## src/sv/pcc_pkg.sv

```systemverilog
`timescale 1ns / 1ps

package pcc_pkg;

    // Width of the column and row counters inside the sequencer.
    localparam int COUNTER_BITS = 10;

    // Fixed field widths.
    localparam int REG_W   = 10;
    localparam int FIELD_W = 10;
    localparam int BYTE_W  = 8;
    localparam int PIXEL_W = 2 * BYTE_W;

    // Compare width wide enough for count + 1 and for a register value.
    localparam int CMP_W = (COUNTER_BITS + 1 > REG_W) ? COUNTER_BITS + 1 : REG_W;

    // Stream widths, padded to whole bytes.
    localparam int IN_FIELDS_W  = 3 + BYTE_W;
    localparam int IN_TDATA_W   = ((IN_FIELDS_W + 7) / 8) * 8;
    localparam int OUT_FIELDS_W = 2 * FIELD_W + PIXEL_W;
    localparam int OUT_TDATA_W  = ((OUT_FIELDS_W + 7) / 8) * 8;
    localparam int OUT_PAD_W    = OUT_TDATA_W - OUT_FIELDS_W;

    typedef enum logic [0:0] {
        CFG_PIXELS_PER_LINE = 1'b0,
        CFG_LINES_PER_FRAME = 1'b1
    } t_cfg_idx;

    localparam logic [REG_W-1:0] PIXELS_PER_LINE_RST = REG_W'(320);
    localparam logic [REG_W-1:0] LINES_PER_FRAME_RST = REG_W'(240);

    typedef struct packed {
        logic              vsync;
        logic              href;
        logic              pclk;
        logic [BYTE_W-1:0] bus_byte;
    } t_sample;

    typedef struct packed {
        logic [FIELD_W-1:0] column;
        logic [FIELD_W-1:0] row;
        logic [PIXEL_W-1:0] pixel_value;
        logic               frame_last;
    } t_pixel;

    typedef struct packed {
        logic   valid;
        t_pixel pixel;
    } t_pixel_res;

    // A run ends once count + 1 reaches the limit, or the counter is full.
    function automatic logic count_done(input logic [COUNTER_BITS-1:0] count,
                                        input logic [REG_W-1:0] limit);
        logic [CMP_W-1:0] inc;
        inc = CMP_W'(count) + CMP_W'(1);
        return (inc >= CMP_W'(limit)) || (count == {COUNTER_BITS{1'b1}});
    endfunction

    function automatic logic [FIELD_W-1:0] cnt_to_field(input logic [COUNTER_BITS-1:0] c);
        logic [CMP_W-1:0] e;
        e = CMP_W'(c);
        return e[FIELD_W-1:0];
    endfunction

endpackage

```

## src/sv/pcc_in_reg.sv

```systemverilog
`timescale 1ns / 1ps

module pcc_in_reg (
    input  logic                         i_clk,
    input  logic                         i_rst_n,
    input  logic                         s_axis_tvalid,
    output logic                         s_axis_tready,
    input  logic [pcc_pkg::IN_TDATA_W-1:0] s_axis_tdata,
    input  logic                         i_down_ready,
    output logic                         o_take,
    output pcc_pkg::t_sample             o_sample
);
    import pcc_pkg::*;

    logic    r_valid;
    logic    n_valid;
    t_sample r_sample;
    logic    w_accept;

    assign o_take        = r_valid && i_down_ready;
    assign s_axis_tready = !r_valid || i_down_ready;
    assign w_accept      = s_axis_tvalid && s_axis_tready;
    assign o_sample      = r_sample;

    always_comb begin
        n_valid = r_valid;
        if (w_accept) begin
            n_valid = 1'b1;
        end else if (o_take) begin
            n_valid = 1'b0;
        end
    end

    always_ff @(posedge i_clk) begin
        if (!i_rst_n) begin
            r_valid <= 1'b0;
        end else begin
            r_valid <= n_valid;
        end
        if (w_accept) begin
            r_sample.vsync    <= s_axis_tdata[0];
            r_sample.href     <= s_axis_tdata[1];
            r_sample.pclk     <= s_axis_tdata[2];
            r_sample.bus_byte <= s_axis_tdata[3 +: BYTE_W];
        end
    end

endmodule

```

## src/sv/pcc_seq.sv

```systemverilog
`timescale 1ns / 1ps

module pcc_seq (
    input  logic                      i_clk,
    input  logic                      i_rst_n,
    input  logic                      i_cfg_we,
    input  logic                      i_cfg_index,
    input  logic [pcc_pkg::REG_W-1:0] i_cfg_wdata,
    input  logic                      i_take,
    input  pcc_pkg::t_sample          i_sample,
    output pcc_pkg::t_pixel_res       o_res
);
    import pcc_pkg::*;

    typedef enum logic [3:0] {
        PH_VS_HIGH   = 4'd0,
        PH_VS_LOW    = 4'd1,
        PH_HREF_HIGH = 4'd2,
        PH_PCLK_HI1  = 4'd3,
        PH_PCLK_LO1  = 4'd4,
        PH_PCLK_HI2  = 4'd5,
        PH_PCLK_LO2  = 4'd6,
        PH_HREF_LOW  = 4'd7,
        PH_VS_END    = 4'd8
    } t_phase;

    t_phase                  r_phase;
    t_phase                  n_phase;
    logic [COUNTER_BITS-1:0] r_col;
    logic [COUNTER_BITS-1:0] n_col;
    logic [COUNTER_BITS-1:0] r_row;
    logic [COUNTER_BITS-1:0] n_row;
    logic [BYTE_W-1:0]       r_low;
    logic [BYTE_W-1:0]       n_low;
    logic [REG_W-1:0]        r_ppl;
    logic [REG_W-1:0]        r_lpf;
    logic                    w_col_done;
    logic                    w_row_done;

    assign w_col_done = count_done(r_col, r_ppl);
    assign w_row_done = count_done(r_row, r_lpf);

    always_comb begin
        n_phase = r_phase;
        n_col   = r_col;
        n_row   = r_row;
        n_low   = r_low;
        o_res.valid             = 1'b0;
        o_res.pixel.column      = cnt_to_field(r_col);
        o_res.pixel.row         = cnt_to_field(r_row);
        o_res.pixel.pixel_value = {i_sample.bus_byte, r_low};
        o_res.pixel.frame_last  = w_col_done && w_row_done;
        if (i_take) begin
            unique case (r_phase)
                PH_VS_HIGH: begin
                    if (i_sample.vsync) n_phase = PH_VS_LOW;
                end
                PH_VS_LOW: begin
                    if (!i_sample.vsync) n_phase = PH_HREF_HIGH;
                end
                PH_HREF_HIGH: begin
                    if (i_sample.href) n_phase = PH_PCLK_HI1;
                end
                PH_PCLK_HI1: begin
                    if (i_sample.pclk) begin
                        n_low   = i_sample.bus_byte;
                        n_phase = PH_PCLK_LO1;
                    end
                end
                PH_PCLK_LO1: begin
                    if (!i_sample.pclk) n_phase = PH_PCLK_HI2;
                end
                PH_PCLK_HI2: begin
                    if (i_sample.pclk) begin
                        o_res.valid = 1'b1;
                        n_phase     = PH_PCLK_LO2;
                    end
                end
                PH_PCLK_LO2: begin
                    if (!i_sample.pclk) begin
                        if (w_col_done) begin
                            n_col   = '0;
                            n_phase = PH_HREF_LOW;
                        end else begin
                            n_col   = r_col + COUNTER_BITS'(1);
                            n_phase = PH_PCLK_HI1;
                        end
                    end
                end
                PH_HREF_LOW: begin
                    if (!i_sample.href) begin
                        if (w_row_done) begin
                            n_row   = '0;
                            n_phase = PH_VS_END;
                        end else begin
                            n_row   = r_row + COUNTER_BITS'(1);
                            n_phase = PH_HREF_HIGH;
                        end
                    end
                end
                PH_VS_END: begin
                    if (i_sample.vsync) n_phase = PH_VS_HIGH;
                end
                default: begin
                    // A corrupted phase code falls back to waiting for a frame.
                    n_phase = PH_VS_HIGH;
                end
            endcase
        end
    end

    always_ff @(posedge i_clk) begin
        if (!i_rst_n) begin
            r_phase <= PH_VS_HIGH;
            r_col   <= '0;
            r_row   <= '0;
            r_low   <= '0;
            r_ppl   <= PIXELS_PER_LINE_RST;
            r_lpf   <= LINES_PER_FRAME_RST;
        end else begin
            r_phase <= n_phase;
            r_col   <= n_col;
            r_row   <= n_row;
            r_low   <= n_low;
            if (i_cfg_we) begin
                unique case (t_cfg_idx'(i_cfg_index))
                    CFG_PIXELS_PER_LINE: r_ppl <= i_cfg_wdata;
                    CFG_LINES_PER_FRAME: r_lpf <= i_cfg_wdata;
                endcase
            end
        end
    end

endmodule

```

## src/sv/pcc_out_skid.sv

```systemverilog
`timescale 1ns / 1ps

module pcc_out_skid (
    input  logic            i_clk,
    input  logic            i_rst_n,
    input  logic            i_push,
    input  pcc_pkg::t_pixel i_pixel,
    output logic            o_ready,
    output logic            m_axis_tvalid,
    input  logic            m_axis_tready,
    output pcc_pkg::t_pixel o_pixel
);
    import pcc_pkg::*;

    logic   r_m_valid;
    logic   r_skid_valid;
    t_pixel r_m_pixel;
    t_pixel r_skid_pixel;
    logic   w_pop;

    assign w_pop         = r_m_valid && m_axis_tready;
    assign o_ready       = !r_skid_valid;
    assign m_axis_tvalid = r_m_valid;
    assign o_pixel       = r_m_pixel;

    always_ff @(posedge i_clk) begin
        if (!i_rst_n) begin
            r_m_valid    <= 1'b0;
            r_skid_valid <= 1'b0;
        end else if (r_skid_valid) begin
            if (w_pop) begin
                r_m_pixel    <= r_skid_pixel;
                r_skid_valid <= 1'b0;
            end
        end else if (i_push) begin
            if (!r_m_valid || w_pop) begin
                r_m_pixel <= i_pixel;
                r_m_valid <= 1'b1;
            end else begin
                r_skid_pixel <= i_pixel;
                r_skid_valid <= 1'b1;
            end
        end else if (w_pop) begin
            r_m_valid <= 1'b0;
        end
    end

endmodule

```

## src/sv/parallel_camera_pixel_capture.sv

```systemverilog
`timescale 1ns / 1ps
// A pixel reaches the master side from the transaction that carries its second
// pclk-high sample through the input register, then the output register.
// The block takes one pin sample per cycle while the output skid entry is free;
// the two-entry output stage keeps the slave side open while a pixel waits.
// Reset (i_rst_n low, synchronous): sequencer waits for vsync high, counters cleared,
// pixels_per_line = 320, lines_per_frame = 240, both stream stages empty.

module parallel_camera_pixel_capture (
    input  logic                            i_clk,
    input  logic                            i_rst_n,
    // Configuration write port: index 0 pixels_per_line, index 1 lines_per_frame.
    input  logic                            i_cfg_we,
    input  logic                            i_cfg_index,
    input  logic [pcc_pkg::REG_W-1:0]       i_cfg_wdata,
    // Pin sample stream.
    input  logic                            s_axis_tvalid,
    output logic                            s_axis_tready,
    // Fields from bit 0: vsync, href, pclk, bus_byte[7:0], zero padding.
    input  logic [pcc_pkg::IN_TDATA_W-1:0]  s_axis_tdata,
    // Pixel stream.
    output logic                            m_axis_tvalid,
    input  logic                            m_axis_tready,
    // Fields from bit 0: column[9:0], row[9:0], pixel_value[15:0], zero padding.
    output logic [pcc_pkg::OUT_TDATA_W-1:0] m_axis_tdata,
    // frame_last: high on the final pixel of a frame.
    output logic                            m_axis_tlast
);
    import pcc_pkg::*;

    logic       w_take;
    logic       w_out_ready;
    t_sample    w_sample;
    t_pixel_res w_res;
    t_pixel     w_out_pixel;

    // Each accepted transaction is held in the input register until the
    // output stage has room; the sequencer then consumes it.
    pcc_in_reg u_in_reg (
        .i_clk         (i_clk),
        .i_rst_n       (i_rst_n),
        .s_axis_tvalid (s_axis_tvalid),
        .s_axis_tready (s_axis_tready),
        .s_axis_tdata  (s_axis_tdata),
        .i_down_ready  (w_out_ready),
        .o_take        (w_take),
        .o_sample      (w_sample)
    );

    // The sequencer follows the vsync, href and pclk level waits, latches the
    // two bus bytes of a pixel and tracks column and row. Configuration writes
    // take effect at once.
    pcc_seq u_seq (
        .i_clk       (i_clk),
        .i_rst_n     (i_rst_n),
        .i_cfg_we    (i_cfg_we),
        .i_cfg_index (i_cfg_index),
        .i_cfg_wdata (i_cfg_wdata),
        .i_take      (w_take),
        .i_sample    (w_sample),
        .o_res       (w_res)
    );

    // Output register with a skid entry so a stalled master side does not
    // stop the sequencer until both entries are full.
    pcc_out_skid u_out (
        .i_clk         (i_clk),
        .i_rst_n       (i_rst_n),
        .i_push        (w_res.valid),
        .i_pixel       (w_res.pixel),
        .o_ready       (w_out_ready),
        .m_axis_tvalid (m_axis_tvalid),
        .m_axis_tready (m_axis_tready),
        .o_pixel       (w_out_pixel)
    );

    assign m_axis_tdata = {{OUT_PAD_W{1'b0}}, w_out_pixel.pixel_value,
                           w_out_pixel.row, w_out_pixel.column};
    assign m_axis_tlast = w_out_pixel.frame_last;

endmodule

```

## config.mk

```make
export PLATFORM = sky130hd
export DESIGN_NAME = parallel_camera_pixel_capture
export DESIGN_NICKNAME = d
export VERILOG_FILES = /design/src/sv/pcc_pkg.sv /design/src/sv/pcc_in_reg.sv /design/src/sv/pcc_seq.sv /design/src/sv/pcc_out_skid.sv /design/src/sv/parallel_camera_pixel_capture.sv
export SDC_FILE = /design/constraint.sdc
export NUM_CORES = 1
export LEC_CHECK = 0
export ABC_AREA = 1
export ABC_CLOCK_PERIOD_IN_PS = 9600
export BUFFER_PORTS_ARGS = -buffer_cell sky130_fd_sc_hd__buf_2
export CORE_MARGIN = 1
export CORE_UTILIZATION = 36
export DETAILED_ROUTE_END_ITERATION = 7
export GPL_TIMING_DRIVEN = 0
export PLACE_DENSITY = 0.55
export SKIP_LAST_GASP = 1
export SLEW_MARGIN = 40
export SYNTH_ARGS = -nofsm -noshare
export SYNTH_HDL_FRONTEND = slang
export SYNTH_SLANG_ARGS = --single-unit
```

## constraint.sdc

```tcl
create_clock -name i_clk -period 9.6 [get_ports i_clk]
set_input_delay 0.96 -clock i_clk [delete_from_list [all_inputs] [get_ports i_clk]]
set_output_delay 0.96 -clock i_clk [all_outputs]
set_load 0.005 [all_outputs]
```

==> PnR_summary.wiki, run 1 <==
{| class="wikitable"
! Metric !! Value
|-
| R2R setup slack || 6.82 ns
|-
| Most instantiated flip-flop cell in the synthesis netlist || sky130_fd_sc_hd__edfxtp_1
|-
| Pint || 1050 uW
|-
| Detailed-router iteration count before antenna repair || 5
|-
| Number of buffers on the longest clock path || 2
|-
| Cells resized by post-CTS repair || 0
|-
| Number of global-route vias before repair || 4,210
|-
| Sequential share of power || 48.5%
|-
| Die Span X || 132 um
|-
| Max capacitance violation total || 0
|-
| Post-route fraction of the period consumed by the critical path || 29.0%
|-
| Number of warnings issued by yosys || 0
|-
| WHS || 0.456 ns
|-
| Final non-filler cell area || 7390 um2
|-
| Final critical path time including I/O delays and setup || 2.78 ns
|-
| Number of CTS-inserted buffers || 17
|-
| Routed via count || 4,354
|-
| Proportion of netlist area held by the largest area contributor || 41.8%
|-
| CP arrival || 3.12 ns
|-
| Top-count cell post-synth || sky130_fd_sc_hd__nand2_1
|-
| Quantity of hold-fixing buffers added after cts || 0
|-
| Clock tree from TritonCTS || done
|-
| GP Congestion || 0.815
|-
| Clock latency on the worst-skew pair || 0.42 ns
|-
| Sinks on Clock Net || 140
|-
| Cell type with the largest total area after synthesis || sky130_fd_sc_hd__edfxtp_1
|-
| Fraction of final layout cells sized beyond drive strength 1 || 19.7%
|-
| Status || complete, no violations
|-
| Number of remaining DRC errors || 0
|-
| Total overflow reported by the global router || 0
|-
| Area contributors post-synth || sky130_fd_sc_hd__edfxtp_1, sky130_fd_sc_hd__dfxtp_1, sky130_fd_sc_hd__nand2_1
|-
| Worst Path Max Fanout || 10
|-
| Ports || 75
|-
| Detailed Route WL || 12,900 um
|-
| Final count of negative-setup-slack endpoints || 0
|-
| Drt via density || 4.58
|-
| Logic gate share of total power || 3.2%
|-
| Buffer cell driving the clock tree root || sky130_fd_sc_hd__clkbuf_16
|-
| Worst Path Required || 9.94 ns
|-
| Placed wire-length estimate after detailed placement || 9550 um
|-
| Unrepaired setup endpoints after global routing || no
|-
| Setup Buffers After CTS || 0
|-
| Die boundary height || 132 um
|-
| Count of flip-flops with a built-in enable after synthesis || 85
|-
| Peak supply drop || 0.126 mV
|-
| Post-DP Area || 6800 um2
|-
| CP Class || flip-flop to flip-flop
|-
| H-tree depth || 4
|-
| Tightest slew margin relative to the limit || 61.6%
|-
| Placeable core region || 16,600 um2
|-
| Full die area || 17,500 um2
|-
| Mapped Cells || 626
|-
| Post-CTS clock slew at the launch and capture registers of the worst setup and hold paths || 0.06 ns
|-
| Global Route Usage Sum || 15.6%
|-
| Static leakage || 0.00306 uW
|-
| Highest Clock Rate || 360 MHz
|-
| Nature of the critical path endpoint || flip-flop
|-
| DRT antenna net count || 0
|-
| Diode insertion count for antenna repair || 0
|-
| Critical-path cell with the highest stage delay || sky130_fd_sc_hd__dfxtp_1
|-
| Worst setup margin || 6.82 ns
|-
| Setup clock skew after layout || 0.00850 ns
|-
| Number of filler instances in the final layout || 1,594
|-
| Final hold violations || 0
|-
| Largest net degree at the start of global routing || 20
|-
| Most numerous cell types in the synthesized netlist || sky130_fd_sc_hd__nand2_1, sky130_fd_sc_hd__edfxtp_1, sky130_fd_sc_hd__inv_1
|-
| DRC marker count from the first detailed-route iteration || 344
|-
| Number of antenna violations at the first check in global routing || 0
|-
| Fin nets || 772
|-
| Cell chain of the critical path || ha_1 > nand3_2 > nor2_2 > nand3_2 > xor2_1 > inv_1 > ha_1 > a21oi_1 > o21bai_1 > nor2_2 > nand2_2 > nor2_4 > nand2_1 > a21oi_1
|-
| Actual slew at the worst max-slew pin || 0.577 ns
|-
| Global-route wire length before repair || 21,300 um
|-
| Register bit total from synthesis || 140
|-
| Net Switching || 288 uW
|-
| Final routed wire length divided by cell count || 13.5 um
|-
| Rows || 47
|-
| Critical path's largest stage delay || 0.50 ns
|-
| Average footprint of a synthesized cell || 9.75 um2
|-
| Fraction of the yosys area taken by sequential cells || 59.9%
|-
| Final total negative setup slack || 0 ns
|-
| P&R area growth vs syn || 21.0%
|-
| Slew Limit Fails || 0
|-
| Placement-stage worst setup slack || 6.85 ns
|-
| Type of the most critical hold path || flip-flop to flip-flop
|-
| Worst setup SP type || flip-flop
|-
| Netlist area before placement || 6100 um2
|-
| Post-synthesis cell type count || 38
|-
| Starting utilization of the core area || 36.8%
|-
| Areal power density over the cells || 181 nW/um2
|-
| Clk pwr share || 48.3%
|-
| Number of buffer cells added on primary ports || 65
|-
| Share of synthesized flip-flops with an asynchronous set or reset || 0%
|-
| Net switching fraction of the power || 21.5%
|}
stage by stage:
stage	instances	util [%]	power (uW)
after detailed placement	919	41.0	704
final	951	44.5	1340
after global placement	914	40.5	702
after global routing	951	44.5	1380
after floorplan	629	-	686
after CTS	951	44.5	1350
registers in the layout, indices dropped and copies added, names as in the netlist:
signal and count:
u_in_reg.o_sample 11, u_out.m_axis_tvalid 1, u_out.r_skid_valid 1, u_seq.r_row 10
u_seq.r_ppl 10, u_seq.r_lpf 10, u_seq.r_phase 4, u_seq.r_low 8
u_out.r_skid_pixel 37, u_in_reg.r_valid 1, u_seq.r_col 10, u_out.o_pixel 37
worst max-delay path, delay by kind of cell, from the launching register on:
kind,cells,cell delay [ns]
AND/OR/NAND/NOR,7,1.03
adder cells (fa/ha/maj),2,0.58
flip-flops,1,0.50
AO/OA/AOI/OAI,3,0.38
XOR/XNOR,1,0.15
buffers and inverters,1,0.08
kinds of logic after synthesis:
family | synth area share [%]
other cells | 0.0615
buf+inv | 6.11
xor+xnor | 2.13
flops | 59.9
fa+ha+maj | 4.51
simple gates | 18.5
compound gates | 8.84
cell usage in the layout (no fill, tap or decap), types with 2 or more instances in the layout:
cell,instances
sky130_fd_sc_hd__a21oi_4,2
sky130_fd_sc_hd__xor2_1,13
sky130_fd_sc_hd__inv_2,6
sky130_fd_sc_hd__o21ai_0,39
sky130_fd_sc_hd__clkinv_2,2
sky130_fd_sc_hd__nor2_4,3
sky130_fd_sc_hd__clkinv_4,2
sky130_fd_sc_hd__nand4_1,3
sky130_fd_sc_hd__clkinv_1,2
sky130_fd_sc_hd__buf_4,5
sky130_fd_sc_hd__a21oi_1,43
sky130_fd_sc_hd__dfxtp_1,55
sky130_fd_sc_hd__buf_2,67
sky130_fd_sc_hd__bufinv_16,2
sky130_fd_sc_hd__a21oi_2,2
sky130_fd_sc_hd__nand3_2,6
sky130_fd_sc_hd__nor2_1,34
sky130_fd_sc_hd__o21ai_1,3
sky130_fd_sc_hd__clkbuf_1,15
sky130_fd_sc_hd__o211ai_1,6
sky130_fd_sc_hd__clkinvlp_4,3
sky130_fd_sc_hd__clkbuf_16,17
sky130_fd_sc_hd__buf_8,2
sky130_fd_sc_hd__nor2_2,5
sky130_fd_sc_hd__nand2_1,179
sky130_fd_sc_hd__ha_1,22
sky130_fd_sc_hd__nand2_2,6
sky130_fd_sc_hd__nor3_4,3
sky130_fd_sc_hd__edfxtp_1,85
sky130_fd_sc_hd__inv_1,63
sky130_fd_sc_hd__nor3_1,2
sky130_fd_sc_hd__and3_1,3
sky130_fd_sc_hd__inv_6,3
sky130_fd_sc_hd__nand3_1,9
sky130_fd_sc_hd__a21o_1,2
sky130_fd_sc_hd__conb_1,4
sky130_fd_sc_hd__buf_6,3
layout make-up:
type                       instances  area (um2)  area share (%)
multi-input combinational        397        2120            28.6
timing repair buffer              70         385            5.22
buffer                            21         104            1.41
clock buffer                      19         443            6.00
inverter                          71         269            3.64
clock inverter                    13         140            1.90
sequential                       140        3650            49.5
tap                              220         275            3.73
power groups by stage:
stage	sequential (uW)	clock [uW]	combinational, uW
after floorplan	660	0	26.8
after global placement	662	0	40.1
after detailed placement	662	0	42.2
after CTS	649	660	42.4
after global routing	650	684	48.5
final	649	646	42.3
worst paths after layout:
check        cells past startpoint               endpoint      startpoint
max                             14         u_seq.r_row[7]  u_seq.r_row[0]
min reg2reg                      0  u_out.r_skid_pixel[8]  u_seq.r_low[7]
min                              0  u_out.r_skid_pixel[8]  u_seq.r_low[7]
max reg2reg                     14         u_seq.r_row[7]  u_seq.r_row[0]
routing by layer:
layer / track usage, % / wire length (um) / vias to the layer above
met5: 0 / 0 / -
met2: 25.1 / 5990 / 103
met4: 5.36 / 146 / 0
met1: 20.4 / 6120 / 1996
li1: - / - / 2244
met3: 4.15 / 589 / 11
(Power assumes the default switching activity.)
==> inputs of run 2 (changes only) <==
Settings changed: ABC_CLOCK_PERIOD_IN_PS 9600 to 2660.
Clock period 9.6 ns to 2.66 ns, I/O delays scaled along.
==> run 2 against run 1 <==
Routed wire length is 0.37% higher. Combinational power grew to 3.6 times the previous value. Clock skew shrank 0.0026 ns. Total power grew to 3.8 times the previous value. Clock power grew to 4.0 times the previous value. Critical endpoint is now u_seq.r_row[1].
==> PnR_summary.wiki, run 2 (synthesis results as in run 1) <==
{| class="wikitable"
! Metric !! Value
|-
| Status || complete, no violations
|-
| Final critical path time including I/O delays and setup || 2.48 ns
|-
| Global Route Usage Sum || 15.6%
|-
| Global-route wire length before repair || 21,100 um
|-
| Most frequent standard cell in the layout excluding fill and tap cells || sky130_fd_sc_hd__nand2_1
|-
| Dpl cells || 919
|-
| Largest net degree at the start of global routing || 20
|-
| GP Congestion || 0.775
|-
| R2R setup slack || 0.18 ns
|-
| Critical path buffer and inverter count || 0
|-
| CP Class || flip-flop to flip-flop
|-
| Diode insertion count for antenna repair || 0
|-
| Fraction of final layout cells sized beyond drive strength 1 || 21.6%
|-
| Number of CTS-inserted buffers || 17
|-
| Highest-count cells in the layout ignoring fill and taps || sky130_fd_sc_hd__nand2_1, sky130_fd_sc_hd__edfxtp_1, sky130_fd_sc_hd__buf_2, sky130_fd_sc_hd__inv_1, sky130_fd_sc_hd__dfxtp_1
|-
| Total overflow reported by the global router || 0
|-
| Number of global-route vias before repair || 4,234
|-
| Non-Filler Instances || 957
|-
| Number of antenna violations at the first check in global routing || 0
|-
| Fin nets || 778
|-
| Tightest slew margin relative to the limit || 58.5%
|-
| Clock tree from TritonCTS || done
|-
| Sinks on Clock Net || 140
|-
| Number of filler instances in the final layout || 1,573
|-
| Placed wire-length estimate after detailed placement || 9560 um
|-
| Max capacitance violation total || 0
|-
| Die boundary height || 132 um
|-
| Ports || 75
|-
| Detailed Route WL || 12,900 um
|-
| Starting utilization of the core area || 36.8%
|-
| Setup clock skew after layout || 0.00594 ns
|-
| Number of remaining DRC errors || 0
|-
| DRT antenna net count || 0
|-
| Final routed wire length divided by cell count || 13.5 um
|-
| Peak supply drop || 0.428 mV
|-
| Power consumption || 5060 uW
|-
| Worst setup SP type || flip-flop
|-
| Actual slew at the worst max-slew pin || 0.621 ns
|-
| P&R area growth vs syn || 24.1%
|-
| Detailed-router iteration count before antenna repair || 5
|-
| Die Span X || 132 um
|-
| Routed via count || 4,423
|-
| Final count of negative-setup-slack endpoints || 0
|-
| CP arrival || 2.82 ns
|-
| Rows || 47
|-
| Critical path's largest stage delay || 0.40 ns
|-
| Nature of the critical path endpoint || flip-flop
|-
| Post-CTS clock slew at the launch and capture registers of the worst setup and hold paths || 0.06 ns
|-
| Cell type group with the largest total delay on the critical path || simple AND/OR/NAND/NOR gates
|-
| Post-route fraction of the period consumed by the critical path || 93.3%
|-
| Multi-input logic area || 2180 um2
|-
| Type of the most critical hold path || input port to flip-flop
|-
| Full die area || 17,500 um2
|-
| Final total negative setup slack || 0 ns
|-
| Final hold violations || 0
|-
| Seq. cell area || 3670 um2
|-
| H-tree depth || 4
|-
| Critical-path cell with the highest stage delay || sky130_fd_sc_hd__dfxtp_4
|-
| Drt via density || 4.62
|-
| DRC marker count from the first detailed-route iteration || 275
|-
| Worst Path Required || 3.00 ns
|-
| Cell chain of the critical path || ha_2 > nand3_2 > nor2_4 > xor2_2 > ha_1 > a21o_1 > nor2_1 > nand3_1 > nand2_1 > nand2_2 > nor2_4 > nand2_1 > a21oi_1
|-
| Number of buffers on the longest clock path || 2
|-
| Slew Limit Fails || 0
|-
| Static leakage || 0.00312 uW
|-
| Placeable core region || 16,600 um2
|-
| Areal power density over the cells || 669 nW/um2
|-
| Buffer cell driving the clock tree root || sky130_fd_sc_hd__clkbuf_16
|-
| Highest Clock Rate || 403 MHz
|-
| WHS || 0.0201 ns
|-
| Number of buffer cells added on primary ports || 65
|-
| Clock latency on the worst-skew pair || 0.42 ns
|-
| Worst Path Max Fanout || 7
|}
==> run 2: changes by cell type in the layout (fill, tap and decap cells not counted), moves of 2 or more <==
cell	delta
sky130_fd_sc_hd__dfxtp_1	-6
sky130_fd_sc_hd__ha_2	+2
sky130_fd_sc_hd__inv_6	-3
sky130_fd_sc_hd__dlygate4sd3_1	+2
sky130_fd_sc_hd__a21oi_2	+3
sky130_fd_sc_hd__dfxtp_2	+2
sky130_fd_sc_hd__clkbuf_1	+3
sky130_fd_sc_hd__bufinv_16	+3
sky130_fd_sc_hd__clkinvlp_4	-2
sky130_fd_sc_hd__nor2_4	+3
sky130_fd_sc_hd__dfxtp_4	+4
sky130_fd_sc_hd__a21oi_1	-3
sky130_fd_sc_hd__ha_1	-2
==> run 2: timing repair <==
item,4_1_cts,5_1_grt
pin swaps,2,7
setup buffers,0,2
gates cloned,2,0
gates resized for setup,5,16
endpoints found under the hold margin,1,1
hold buffers,1,1
endpoints found under the setup margin,21,24
==> run 2: worst paths after layout <==
kind,cells after the start,to,from
worst max-delay path,13,u_seq.r_row[1],u_seq.r_row[0]
worst min-delay path,1,u_in_reg.o_sample[2],s_axis_tdata[5]
worst max register to register,13,u_seq.r_row[1],u_seq.r_row[0]
worst min register to register,2,u_seq.r_ppl[3],u_seq.r_ppl[3]
==> run 2: layer usage <==
layer / global-route usage, % / up-vias / share of wire, %
met4: 5.62 / 0 / 1.1
met5: 0 / - / 0
met2: 24.8 / 97 / 46
met1: 20.5 / 2045 / 48
li1: - / 2265 / -
met3: 4.31 / 16 / 4.5
==> run 2: layout make-up <==
class	instances	share of cell area (%)
repair buffers	74	5.65
inverters	71	3.55
plain buffers	21	1.37
well taps	220	3.64
flip-flops and latches	140	48.5
multi-input cells	399	28.8
clock buffers	22	6.00
clock inverters	10	2.50
==> run 2: stage by stage <==
stage / setup WS, ns / area (um2) / util (%)
finish: 0.177 / 7570 / 45.6
global route: -0.0119 / 7570 / 45.6
CTS: 0.000975 / 7480 / 45.1
detailed placement: -0.0867 / 6800 / 41.0
global placement: -0.377 / 6720 / 40.5
floorplan: 0.264 / 6120 / -
==> run 2: power by group <==
group          switching, uW  total (uW)  internal [uW]
clock network            879        2570           1690
logic                   94.4         154           59.2
registers               20.8        2340           2320
total                    994        5060           4070
==> inputs of run 3 (changes only) <==
Settings changed: BUFFER_PORTS_ARGS -buffer_cell sky130_fd_sc_hd__buf_2 to -buffer_cell sky130_fd_sc_hd__buf_4, REMOVE_ABC_BUFFERS set to 1.
==> run 3 against run 2 <==
Total power fell by 8.8%. Design area fell by 0.21%. Cell count fell by 1.8%. Maximum frequency fell by 1.7%. Via count fell by 1.7%. Critical path type unchanged. Largest power group is now sequential cells.
==> PnR_summary.wiki, run 3 (synthesis results as in run 1) <==
{| class="wikitable"
! Metric !! Value
|-
| Detailed-router iteration count before antenna repair || 7
|-
| Hold path startpoint || s_axis_tdata[9]
|-
| Number of buffers on the longest clock path || 2
|-
| Areal power density over the cells || 611 nW/um2
|-
| GP Congestion || 0.823
|-
| Power consumption || 4620 uW
|-
| Diode insertion count for antenna repair || 0
|-
| Starting utilization of the core area || 36.8%
|-
| Ports || 75
|-
| H-tree depth || 4
|-
| DRT antenna net count || 0
|-
| Largest net degree at the start of global routing || 56
|-
| Sinks on Clock Net || 140
|-
| Number of CTS-inserted buffers || 17
|-
| Worst R2R Path Depth || 14
|-
| Worst Path Max Fanout || 5
|-
| Peak supply drop || 0.362 mV
|-
| Critical-path cell with the highest stage delay || sky130_fd_sc_hd__dfxtp_2
|-
| P&R area growth vs syn || 23.8%
|-
| Final non-filler cell area || 7550 um2
|-
| Tightest slew margin relative to the limit || 48.0%
|-
| Worst setup margin || 0.135 ns
|-
| Static leakage || 0.00311 uW
|-
| Placeable core region || 16,600 um2
|-
| Clock tree from TritonCTS || done
|-
| CP Class || flip-flop to flip-flop
|-
| Post-DP Area || 6860 um2
|-
| DRC marker count from the first detailed-route iteration || 237
|-
| Slew Limit Fails || 0
|-
| Number of global-route vias before repair || 4,151
|-
| Cell type group with the largest total delay on the critical path || simple AND/OR/NAND/NOR gates
|-
| Max capacitance violation total || 0
|-
| Fin nets || 761
|-
| Drt via density || 4.62
|-
| Setup clock skew after layout || 0.0107 ns
|-
| Worst hold stages || 1
|-
| Worst setup SP type || flip-flop
|-
| R2R setup slack || 0.14 ns
|-
| Status || complete, no violations
|-
| Fraction of final layout cells sized beyond drive strength 1 || 21.4%
|-
| Global-route wire length before repair || 20,400 um
|-
| Final routed wire length divided by cell count || 13.1 um
|-
| Actual slew at the worst max-slew pin || 0.780 ns
|-
| Die boundary height || 132 um
|-
| Critical path's largest stage delay || 0.40 ns
|-
| Worst Path Required || 3.00 ns
|-
| Placement-stage worst setup slack || -0.119 ns
|-
| Global Route Usage Sum || 15.0%
|-
| Routed via count || 4,346
|-
| Non-Filler Instances || 940
|-
| Buffer cell driving the clock tree root || sky130_fd_sc_hd__clkbuf_16
|-
| Final critical path time including I/O delays and setup || 2.52 ns
|-
| CP arrival || 2.87 ns
|-
| Endpoint of the most critical register-to-register path || u_seq.r_row[8]
|-
| Clock latency on the worst-skew pair || 0.42 ns
|-
| Dpl cells || 898
|-
| Launch point of the worst reg-to-reg path || u_seq.r_row[1]
|-
| Worst hold endpoint || u_in_reg.o_sample[6]
|-
| Quantity of hold-fixing buffers added after cts || 0
|-
| Final hold violations || 0
|-
| Number of antenna violations at the first check in global routing || 0
|-
| Nature of the critical path endpoint || flip-flop
|-
| Type of the most critical hold path || input port to flip-flop
|-
| Highest Clock Rate || 396 MHz
|-
| Final total negative setup slack || 0 ns
|-
| Post-CTS clock slew at the launch and capture registers of the worst setup and hold paths || 0.06 ns
|-
| Detailed Route WL || 12,300 um
|-
| Post-route fraction of the period consumed by the critical path || 94.9%
|-
| Number of buffer cells added on primary ports || 65
|-
| Final count of negative-setup-slack endpoints || 0
|-
| Total overflow reported by the global router || 0
|-
| Unrepaired setup endpoints after global routing || yes
|-
| Most frequent standard cell in the layout excluding fill and tap cells || sky130_fd_sc_hd__nand2_1
|-
| Cell chain of the critical path || ha_4 > nand3_2 > nor2_4 > nand3_2 > xor2_1 > inv_1 > ha_1 > a21oi_1 > o21bai_1 > nor2_2 > nand2_2 > nor2_4 > nand2_1 > a21oi_1
|-
| Highest-count cells in the layout ignoring fill and taps || sky130_fd_sc_hd__nand2_1, sky130_fd_sc_hd__edfxtp_1, sky130_fd_sc_hd__buf_4, sky130_fd_sc_hd__inv_1, sky130_fd_sc_hd__dfxtp_1
|-
| Die Span X || 132 um
|-
| Critical path buffer and inverter count || 1
|-
| Placed wire-length estimate after detailed placement || 8370 um
|-
| Full die area || 17,500 um2
|-
| Rows || 47
|-
| Number of remaining DRC errors || 0
|}
==> run 3: changes by cell type in the layout (fill, tap and decap cells not counted), sizes merged <==
cell / delta
bufinv: -5
clkinv: -2
buf: -1
clkinvlp: -1
clkbuf: -6
dlygate4sd3: -2
==> run 3: worst max-delay path by stage <==
stage / start / to / depth (start not counted)
floorplan: u_out.r_skid_valid / u_out.o_pixel[0] / 5
global placement: u_out.r_skid_valid / u_out.o_pixel[9] / 5
detailed placement: u_seq.r_row[0] / u_seq.r_row[4] / 14
CTS: u_seq.r_col[0] / u_out.o_pixel[0] / 14
global route: u_seq.r_row[1] / u_seq.r_row[6] / 14
finish: u_seq.r_row[1] / u_seq.r_row[8] / 14
==> run 3: metal layers <==
metal	track usage, %	vias to the layer above	routed length, um
li1	-	2220	-
met1	19.1	2025	5990
met2	23.9	87	5620
met3	4.15	14	504
met4	6.64	0	200
met5	0	-	0
==> run 3: repair_timing <==
item / 4_1_cts / 5_1_grt
gates cloned: 1 / 1
setup endpoints to repair: 21 / 60
hold endpoints to repair: 0 / 0
resized for setup: 5 / 16
buffers inserted: 0 / 8
pin swaps: 0 / 7
==> run 3: metrics by stage <==
stage | util [%] | hold WS (ns)
after global placement | 40.8 | 0.435
after CTS | 44.7 | 0.00503
after floorplan | - | 0.365
after detailed placement | 41.4 | 0.441
after global routing | 45.5 | 0.00503
final | 45.5 | 0.0264
==> run 3: report_power, final <==
| part | internal, uW | leakage, uW | switching [uW] |
|---|---|---|---|
| clock network | 1310 | 0.000263 | 810 |
| logic | 61.5 | 0.00163 | 90.3 |
| registers | 2320 | 0.00122 | 20.5 |
==> run 3: layout make-up <==
cell class	instances	area (um2)
inverters	71	272
flip-flops and latches	140	3670
multi-input cells	399	2180
repair buffers	78	624
clock buffers	30	524
fillers	1602	9030
well taps	220	275
clock inverters	2	10.0
